===== src/design/tksl_pkg.sv =====
// Shared types and constants for the top-k sorted list.
// Command, status and state codes, control and flag bundles.
// No dependencies.
package tksl_pkg;

  localparam int DEF_LIST_DEPTH = 16;
  localparam int DEF_KEY_BITS   = 32;

  localparam logic [4:0] LIMIT_RESET    = 5'd16;
  localparam logic [0:0] REG_LIST_LIMIT = 1'b0;

  typedef enum logic [1:0] {
    CMD_INSERT = 2'd0,
    CMD_DELETE = 2'd1,
    CMD_READ   = 2'd2,
    CMD_FIND   = 2'd3
  } cmd_t;

  typedef enum logic [1:0] {
    ST_DONE   = 2'd0,
    ST_REJECT = 2'd1,
    ST_MISS   = 2'd2
  } status_t;

  typedef enum logic [1:0] {
    RES_POS    = 2'd0,
    RES_ENTRY  = 2'd1,
    RES_REJECT = 2'd2,
    RES_FAIL   = 2'd3
  } res_t;

  typedef enum logic [2:0] {
    S_IDLE,
    S_CHECK,
    S_SCAN,
    S_FIND,
    S_DELETE,
    S_READ,
    S_DONE
  } state_t;

  typedef struct packed {
    logic capture;
    logic j_clr;
    logic j_inc;
    logic do_insert;
    logic do_delete;
    logic set_res;
    res_t res_sel;
    logic load_out;
  } ctrl_cmd_t;

  typedef struct packed {
    cmd_t in_cmd;
    logic full;
    logic j_in;
    logic key_lt;
    logic key_le;
    logic pay_eq;
    logic rank_ok;
    logic out_free;
  } dp_flags_t;

endpackage


===== src/design/tksl_ctrl.sv =====
// Controller for the top-k sorted list: sequences insert, delete, read and find.
// Depends on tksl_pkg.
module tksl_ctrl import tksl_pkg::*; (
  input  logic      clk,
  input  logic      rst,
  input  logic      in_valid,
  output logic      in_stall,
  input  dp_flags_t flags,
  output ctrl_cmd_t ctrl
);

  state_t state, state_next;

  always_ff @(posedge clk) begin
    if (rst) begin
      state <= S_IDLE;
    end else begin
      state <= state_next;
    end
  end

  always_comb begin
    state_next = state;
    case (state)
      S_IDLE: begin
        if (in_valid) begin
          case (flags.in_cmd)
            CMD_INSERT: state_next = S_CHECK;
            CMD_DELETE: state_next = S_DELETE;
            CMD_READ:   state_next = S_READ;
            default:    state_next = S_FIND;
          endcase
        end
      end
      S_CHECK: begin
        if (flags.full && flags.key_le) begin
          state_next = S_DONE;
        end else begin
          state_next = S_SCAN;
        end
      end
      S_SCAN: begin
        if (!(flags.j_in && flags.key_lt)) begin
          state_next = S_DONE;
        end
      end
      S_FIND: begin
        if (!flags.j_in || flags.pay_eq) begin
          state_next = S_DONE;
        end
      end
      S_DELETE: state_next = S_DONE;
      S_READ:   state_next = S_DONE;
      S_DONE: begin
        if (flags.out_free) begin
          state_next = S_IDLE;
        end
      end
      default: state_next = S_IDLE;
    endcase
  end

  always_comb begin
    ctrl     = '0;
    in_stall = (state != S_IDLE);
    case (state)
      S_IDLE: begin
        ctrl.capture = in_valid;
      end
      S_CHECK: begin
        if (flags.full && flags.key_le) begin
          ctrl.set_res = 1'b1;
          ctrl.res_sel = RES_REJECT;
        end else begin
          ctrl.j_clr = 1'b1;
        end
      end
      S_SCAN: begin
        if (flags.j_in && flags.key_lt) begin
          ctrl.j_inc = 1'b1;
        end else begin
          ctrl.do_insert = 1'b1;
          ctrl.set_res   = 1'b1;
          ctrl.res_sel   = RES_POS;
        end
      end
      S_FIND: begin
        if (!flags.j_in) begin
          ctrl.set_res = 1'b1;
          ctrl.res_sel = RES_FAIL;
        end else if (flags.pay_eq) begin
          ctrl.set_res = 1'b1;
          ctrl.res_sel = RES_ENTRY;
        end else begin
          ctrl.j_inc = 1'b1;
        end
      end
      S_DELETE: begin
        ctrl.set_res = 1'b1;
        if (flags.rank_ok) begin
          ctrl.do_delete = 1'b1;
          ctrl.res_sel   = RES_POS;
        end else begin
          ctrl.res_sel = RES_FAIL;
        end
      end
      S_READ: begin
        ctrl.set_res = 1'b1;
        ctrl.res_sel = flags.rank_ok ? RES_ENTRY : RES_FAIL;
      end
      S_DONE: begin
        ctrl.load_out = flags.out_free;
      end
      default: ctrl = '0;
    endcase
  end

endmodule


===== src/design/tksl_dp.sv =====
// Datapath for the top-k sorted list: ranked cells, scan index, entry count,
// pending result and output register. Depends on tksl_pkg.
module tksl_dp import tksl_pkg::*; #(
  parameter int LIST_DEPTH = DEF_LIST_DEPTH,
  parameter int KEY_BITS   = DEF_KEY_BITS
) (
  input  logic        clk,
  input  logic        rst,
  input  ctrl_cmd_t   ctrl,
  output dp_flags_t   flags,
  input  logic [4:0]  list_limit,
  input  logic [1:0]  cmd,
  input  logic [31:0] key,
  input  logic [31:0] payload,
  input  logic [3:0]  rank,
  output logic        out_valid,
  input  logic        out_stall,
  output logic [1:0]  status,
  output logic [31:0] entry_key,
  output logic [31:0] entry_payload,
  output logic [3:0]  entry_rank,
  output logic [4:0]  entry_count
);

  localparam int IW = (LIST_DEPTH > 1) ? $clog2(LIST_DEPTH) : 1;
  localparam int CW = $clog2(LIST_DEPTH + 1);

  logic [KEY_BITS-1:0] keys [LIST_DEPTH];
  logic [31:0]         pays [LIST_DEPTH];

  logic [CW-1:0]       count;
  logic [CW-1:0]       eff_limit;
  logic [CW-1:0]       top;
  logic [CW-1:0]       j;
  logic                full;
  logic [KEY_BITS-1:0] key_q;
  logic [KEY_BITS-1:0] key_j;
  logic [31:0]         pay_q;
  logic [31:0]         pay_j;
  logic [3:0]          rank_q;

  status_t             res_status;
  logic [31:0]         res_key;
  logic [31:0]         res_pay;
  logic [3:0]          res_rank;

  always_comb begin
    if (list_limit == '0) begin
      eff_limit = CW'(1);
    end else if (32'(list_limit) > 32'(LIST_DEPTH)) begin
      eff_limit = CW'(LIST_DEPTH);
    end else begin
      eff_limit = CW'(list_limit);
    end
  end

  assign full  = (count >= eff_limit);
  assign top   = full ? CW'(count - CW'(1)) : count;
  assign key_j = keys[j[IW-1:0]];
  assign pay_j = pays[j[IW-1:0]];

  assign flags.in_cmd   = cmd_t'(cmd);
  assign flags.full     = full;
  assign flags.j_in     = (j < count);
  assign flags.key_lt   = (key_q < key_j);
  assign flags.key_le   = (key_q <= key_j);
  assign flags.pay_eq   = (pay_j == pay_q);
  assign flags.rank_ok  = (32'(rank_q) < 32'(count));
  assign flags.out_free = !out_valid || !out_stall;

  always_ff @(posedge clk) begin
    if (ctrl.capture) begin
      key_q  <= KEY_BITS'(key);
      pay_q  <= payload;
      rank_q <= rank;
      case (cmd_t'(cmd))
        CMD_INSERT: j <= CW'(count - CW'(1));
        CMD_FIND:   j <= '0;
        default:    j <= CW'(rank);
      endcase
    end else if (ctrl.j_clr) begin
      j <= '0;
    end else if (ctrl.j_inc) begin
      j <= CW'(j + CW'(1));
    end
  end

  for (genvar gi = 0; gi < LIST_DEPTH; gi++) begin : g_cell
    logic [KEY_BITS-1:0] prev_key;
    logic [31:0]         prev_pay;
    logic [KEY_BITS-1:0] next_key;
    logic [31:0]         next_pay;

    if (gi == 0) begin : g_first
      assign prev_key = key_q;
      assign prev_pay = pay_q;
    end else begin : g_prev
      assign prev_key = keys[gi-1];
      assign prev_pay = pays[gi-1];
    end

    if (gi == LIST_DEPTH - 1) begin : g_last
      assign next_key = keys[gi];
      assign next_pay = pays[gi];
    end else begin : g_next
      assign next_key = keys[gi+1];
      assign next_pay = pays[gi+1];
    end

    always_ff @(posedge clk) begin
      if (ctrl.do_insert) begin
        if (CW'(gi) == j) begin
          keys[gi] <= key_q;
          pays[gi] <= pay_q;
        end else if (CW'(gi) > j && CW'(gi) <= top) begin
          keys[gi] <= prev_key;
          pays[gi] <= prev_pay;
        end
      end else if (ctrl.do_delete) begin
        if (CW'(gi) >= j && CW'(gi + 1) < count) begin
          keys[gi] <= next_key;
          pays[gi] <= next_pay;
        end
      end
    end
  end

  always_ff @(posedge clk) begin
    if (rst) begin
      count <= '0;
    end else if (ctrl.do_insert && !full) begin
      count <= CW'(count + CW'(1));
    end else if (ctrl.do_delete) begin
      count <= CW'(count - CW'(1));
    end
  end

  always_ff @(posedge clk) begin
    if (ctrl.set_res) begin
      case (ctrl.res_sel)
        RES_POS: begin
          res_status <= ST_DONE;
          res_key    <= '0;
          res_pay    <= '0;
          res_rank   <= 4'(j);
        end
        RES_ENTRY: begin
          res_status <= ST_DONE;
          res_key    <= 32'(key_j);
          res_pay    <= pay_j;
          res_rank   <= 4'(j);
        end
        RES_REJECT: begin
          res_status <= ST_REJECT;
          res_key    <= '0;
          res_pay    <= '0;
          res_rank   <= '0;
        end
        default: begin
          res_status <= ST_MISS;
          res_key    <= '0;
          res_pay    <= '0;
          res_rank   <= '0;
        end
      endcase
    end
  end

  always_ff @(posedge clk) begin
    if (rst) begin
      out_valid <= 1'b0;
    end else if (ctrl.load_out) begin
      out_valid <= 1'b1;
    end else if (!out_stall) begin
      out_valid <= 1'b0;
    end
  end

  always_ff @(posedge clk) begin
    if (ctrl.load_out) begin
      status        <= res_status;
      entry_key     <= res_key;
      entry_payload <= res_pay;
      entry_rank    <= res_rank;
      entry_count   <= 5'(count);
    end
  end

endmodule


===== src/design/top_k_sorted_list.sv =====
// Top level of the top-k sorted list: register port, controller and datapath.
// Depends on tksl_pkg, tksl_ctrl and tksl_dp.
//
// Keeps up to list_limit (1..LIST_DEPTH) key/payload entries by descending key.
// Input channel: cmd, key, payload, rank with in_valid / in_stall; a
// transaction is taken when in_valid is high and in_stall is low.
// Output channel: status, entry_key, entry_payload, entry_rank, entry_count
// with out_valid / out_stall; one result per input transaction, in order.
// One transaction is worked on at a time; the scan walks one rank per cycle.
// Read and delete do not scan; insert first checks for rejection, then scans
// from rank 0 up to its insert rank; find scans from rank 0 to the found
// rank, or over all entries on a miss. in_stall is low again in the cycle
// out_valid rises, so the next transaction can be taken while a result
// still waits in the output register.
// A stalled result holds; a new result waits in its final state until the
// output register is free.
// Reset clears the entry count and sets list_limit to 16; stored entries are
// not cleared, and only ranks below the count are ever read.
// list_limit is written at byte addresses 0 to 3 of the register port.
module top_k_sorted_list import tksl_pkg::*; #(
  parameter int LIST_DEPTH = DEF_LIST_DEPTH,
  parameter int KEY_BITS   = DEF_KEY_BITS
) (
  input  logic        clk,
  input  logic        rst,
  input  logic        psel,
  input  logic        penable,
  input  logic        pwrite,
  input  logic [2:0]  paddr,
  input  logic [31:0] pwdata,
  output logic [31:0] prdata,
  output logic        pready,
  input  logic        in_valid,
  output logic        in_stall,
  input  logic [1:0]  cmd,
  input  logic [31:0] key,
  input  logic [31:0] payload,
  input  logic [3:0]  rank,
  output logic        out_valid,
  input  logic        out_stall,
  output logic [1:0]  status,
  output logic [31:0] entry_key,
  output logic [31:0] entry_payload,
  output logic [3:0]  entry_rank,
  output logic [4:0]  entry_count
);

  logic [4:0] list_limit;
  ctrl_cmd_t  ctrl;
  dp_flags_t  flags;

  assign pready = 1'b1;

  always_ff @(posedge clk) begin
    if (rst) begin
      list_limit <= LIMIT_RESET;
    end else if (psel && penable && pwrite && paddr[2] == REG_LIST_LIMIT) begin
      list_limit <= pwdata[4:0];
    end
  end

  assign prdata = (paddr[2] == REG_LIST_LIMIT) ? {27'd0, list_limit} : '0;

  tksl_ctrl u_ctrl (
    .clk      (clk),
    .rst      (rst),
    .in_valid (in_valid),
    .in_stall (in_stall),
    .flags    (flags),
    .ctrl     (ctrl)
  );

  tksl_dp #(
    .LIST_DEPTH (LIST_DEPTH),
    .KEY_BITS   (KEY_BITS)
  ) u_dp (
    .clk           (clk),
    .rst           (rst),
    .ctrl          (ctrl),
    .flags         (flags),
    .list_limit    (list_limit),
    .cmd           (cmd),
    .key           (key),
    .payload       (payload),
    .rank          (rank),
    .out_valid     (out_valid),
    .out_stall     (out_stall),
    .status        (status),
    .entry_key     (entry_key),
    .entry_payload (entry_payload),
    .entry_rank    (entry_rank),
    .entry_count   (entry_count)
  );

endmodule

===== config.mk =====
export PLATFORM = sky130hd
export DESIGN_NAME = top_k_sorted_list
export DESIGN_NICKNAME = d
export VERILOG_FILES = /design/src/design/tksl_pkg.sv /design/src/design/tksl_ctrl.sv /design/src/design/tksl_dp.sv /design/src/design/top_k_sorted_list.sv
export SDC_FILE = /design/constraint.sdc
export NUM_CORES = 2
export LEC_CHECK = 0
export BUFFER_PORTS_ARGS = -buffer_cell sky130_fd_sc_hd__buf_2
export CAP_MARGIN = 15
export CORE_MARGIN = 10
export CORE_UTILIZATION = 62
export CTS_CLUSTER_SIZE = 24
export DETAILED_ROUTE_END_ITERATION = 10
export PLACE_DENSITY = 0.81
export SLEW_MARGIN = 20
export SYNTH_ARGS = -nofsm -noshare
export SYNTH_HDL_FRONTEND = slang
export SYNTH_SLANG_ARGS = --single-unit

===== constraint.sdc =====
create_clock -name clk -period 16.8 [get_ports clk]
set_input_delay 0.84 -clock clk [delete_from_list [all_inputs] [get_ports clk]]
set_output_delay 0.84 -clock clk [all_outputs]
set_load 0.02 [all_outputs]

==> metrics.txt <==
status finished clean; post-route ant nets 0; hold_buf cts 0; Highest Signal Layer met5; pin count of the biggest net entering global routing ~140; Area Growth Syn to Fin 8.33%; CP Max Fanout 93; min cycle time layout about 9 ns; Final Max Slew Viols 0; total CTS buffers 140; wire length on met1 75300 um; Sw Share 35.1%; setup violators final 0; PortBufs around 160; Top Ports about 220; Post-Syn Area 70300 um2; Avg Cell Area, Syn roughly 12 um2; Int Power roughly 7.2 mW; CTS H-tree depth 4; Min Hold Slack 0.217 ns; area share of the largest cell type after synthesis between 50 and 60%; Clock Skews about 0.044 ns; WHS Path Cells 1; DR pass1 iterations 6; Post-synth EDFFs around 1200; Site Rows 123; reg2reg path depth 17; synth unique cells slightly below 80; grt total ovfl 0; CTS root buffer clkbuf_16; max-cap viol count 0; RD Place Congestion between 0.9 and 1; Iteration-0 DRC Markers ~9000; unrepaired setup endpoints after global routing false; CTS tree built; Mapped Cells just under 6000; critical path required time about 17 ns; layout cells sized above 1 16.8%; Sink Count 1260; internal reg-to-reg setup slack between 7 and 8 ns; maximum VDD drop approximately 0.14 mV; post-cts sizing count 0; area leader, netlist edfxtp_1; number of global-route vias before repair around 51000; power per cell area 145 nW/um2; post-CTS setup buffer count 0; area of the core between 100000 and 150000 um2; aggregate global-route resource usage about a third; Die ar. 127000 um2; Post-synth top flop edfxtp_1; sequential group share of total power between 30% and 40%; Comb pwr share between 30% and 40%; register area share after synthesis 53.6%; via density per instance 7.17; critical path class reg -> reg; Rel. slew slack a little under a fifth; final hold vios 0; final setup TNS 0 ns; Initial Util 62.5%; asr flop ratio synth 0%; CP startpoint kind register; highest clock rate roughly 0.11 GHz; DP HPWL between 100000 and 150000 um; Slew @ Worst Pin ~1.2 ns; wire length on met2 101000 um; synth top area cells edfxtp_1 53%, mux2i_1 13%, mux4_2 8.3%, a21oi_1 4.0%, nor2_1 3.6%; Final Net Count 5865; via count around 52000; clock power share 27.2%; final routed DRC violation total 0; Hold WC Path Type in -> reg; drt total wl between 200000 and 250000 um; Clk pin slew, worst setup/hold paths roughly 0.060 ns; first-pass GRT wire length around 330000 um; Arrival @ worst endpoint 9.35 ns; WL met3 around 35000 um; Synth Register Bits approximately 1300; total power roughly 11 mW; Skew-Pair Late Insertion Delay 0.80 ns; Final period util between 50 and 60%; net load switching power a little under 4 mW; antenna violations before repair 7; endpoint type of the worst setup path register; Wirelength per Cell about 31 um; Ys Warns 0; Die H around 360 um; DIE WIDTH 357 um; Clock Path Buffers 3; P_leak 26.9 nW
power by group through the flow:
stage / clock, mW / combinational, mW / sequential, mW
after floorplan: 0 / 2.71 / 4.20
after global placement: 0 / 3.47 / 4.41
after detailed placement: 0 / 3.55 / 4.42
after CTS: 3.02 / 3.57 / 4.36
after global routing: 3.14 / 3.86 / 4.42
final: 3.02 / 3.67 / 4.39
worst max-delay path, cell delays in order (launching register included):
cell and delay (ns):
dfxtp_4 0.73, buf_12 0.65, buf_4 0.79, mux4_2 0.63
mux4_2 0.47, inv_1 0.14, ha_1 0.18, nand4_1 0.17
nor2_1 0.30, nand3_1 0.24, a21oi_1 0.44, a211o_1 0.45
o21ai_1 0.16, buf_4 0.25, nor3_2 0.20, buf_4 0.84
a311o_2 0.77, buf_4 0.96
logic make-up (layout without fill, tap and decap cells):
| family | Yosys count | in the layout | synth area share (%) |
|---|---|---|---|
| AO/OA/AOI/OAI | 1132 | 1132 | 8.87 |
| XOR/XNOR | 75 | 75 | 0.935 |
| adder cells (fa/ha/maj) | 53 | 53 | 0.944 |
| buffers and inverters | 612 | 569 | 3.84 |
| flip-flops | 1260 | 1260 | 53.6 |
| multiplexers | 1338 | 1338 | 24.0 |
| other | 2 | 30 | 0.0107 |
| AND/OR/NAND/NOR | 1347 | 1347 | 7.81 |
sequential cells by signal, indices dropped and copies added (netlist names), 5 cells and up, named ones only:
signal                flops
u_dp.j                    5
u_dp.g_cell.prev_pay     32
u_dp.g_cell.prev_key     32
u_dp.res_key             32
u_dp.entry_payload       32
u_dp.res_pay             32
u_dp.entry_key           32
u_dp.keys               512
u_dp.pays               512
u_dp.count                5
list_limit                5
u_dp.entry_count          5
cells in the mapped netlist (5+ instances only):
cell type	instances
nor3_1	21
o21ai_0	351
and2_1	17
a41oi_1	5
o311ai_0	7
ha_1	53
nor2b_1	9
o21a_1	10
a221oi_1	8
nand2b_1	9
a2111oi_0	6
nor3b_1	5
and3_1	8
buf_6	13
buf_1	25
buf_2	111
mux2i_1	908
nand4_1	13
nand2_1	540
nor2_1	672
a211oi_2	6
a21o_1	26
mux2_2	165
clkbuf_1	368
buf_4	37
nand3_1	9
xor2_1	29
xnor2_1	46
mux4_2	259
a22oi_1	7
a21oi_1	566
a31oi_1	71
inv_1	53
dfxtp_1	18
nor2_4	20
edfxtp_1	1242
nor4_1	6
o22ai_1	22
final timing paths:
path,end,startpoint
setup reg to reg,u_dp.pays[13][18],register
hold reg to reg,u_dp.entry_payload[9],u_dp.res_pay[9]
setup / recovery,u_dp.pays[13][18],register
hold / removal,u_dp.g_cell[0].prev_pay[23],payload[23]
final cells by class:
type                            instances  area (um2)
Timing Repair Buffer                  269        1630
Multi-Input combinational cell       3973       30300
Clock buffer                          167        3660
Inverter                               56         215
Clock inverter                         77         716
Sequential cell                      1260       37700
Antenna cell                            2        5.00
Tap cell                             1500        1880
Fill cell                            7900       36400
layout by cell type, fill, tap and decap left out, types with 51 or more instances in the layout:
cell / synthesis / final
edfxtp_1: 1242 / 1242
buf_4: 37 / 103
buf_2: 111 / 164
mux4_2: 259 / 259
mux2i_1: 908 / 908
mux2_2: 165 / 165
nand2_1: 540 / 533
clkbuf_16: 0 / 142
ha_1: 53 / 53
a21oi_1: 566 / 566
a31oi_1: 71 / 71
inv_1: 53 / 51
nor2_1: 672 / 672
o21ai_0: 351 / 345
metrics by stage:
stage                     worst slack, ns  utilization (%)  instances  cell area, um2
after floorplan                      4.36                -       5845           70400
after global placement               8.11             63.8       7058           71700
final                                7.82             67.7       7304           76100
after global routing                 7.75             67.7       7304           76100
after detailed placement             8.08             63.8       7058           71700
after CTS                            8.03             67.6       7302           76100
layer usage:
metal  global-route usage, %  vias up
met1                    44.8    25100
met3                    10.3      965
met5                   0.528        -
li1                        -    21500
met4                    19.2       12
met2                    52.6     4796
(Power assumes the default switching activity.)
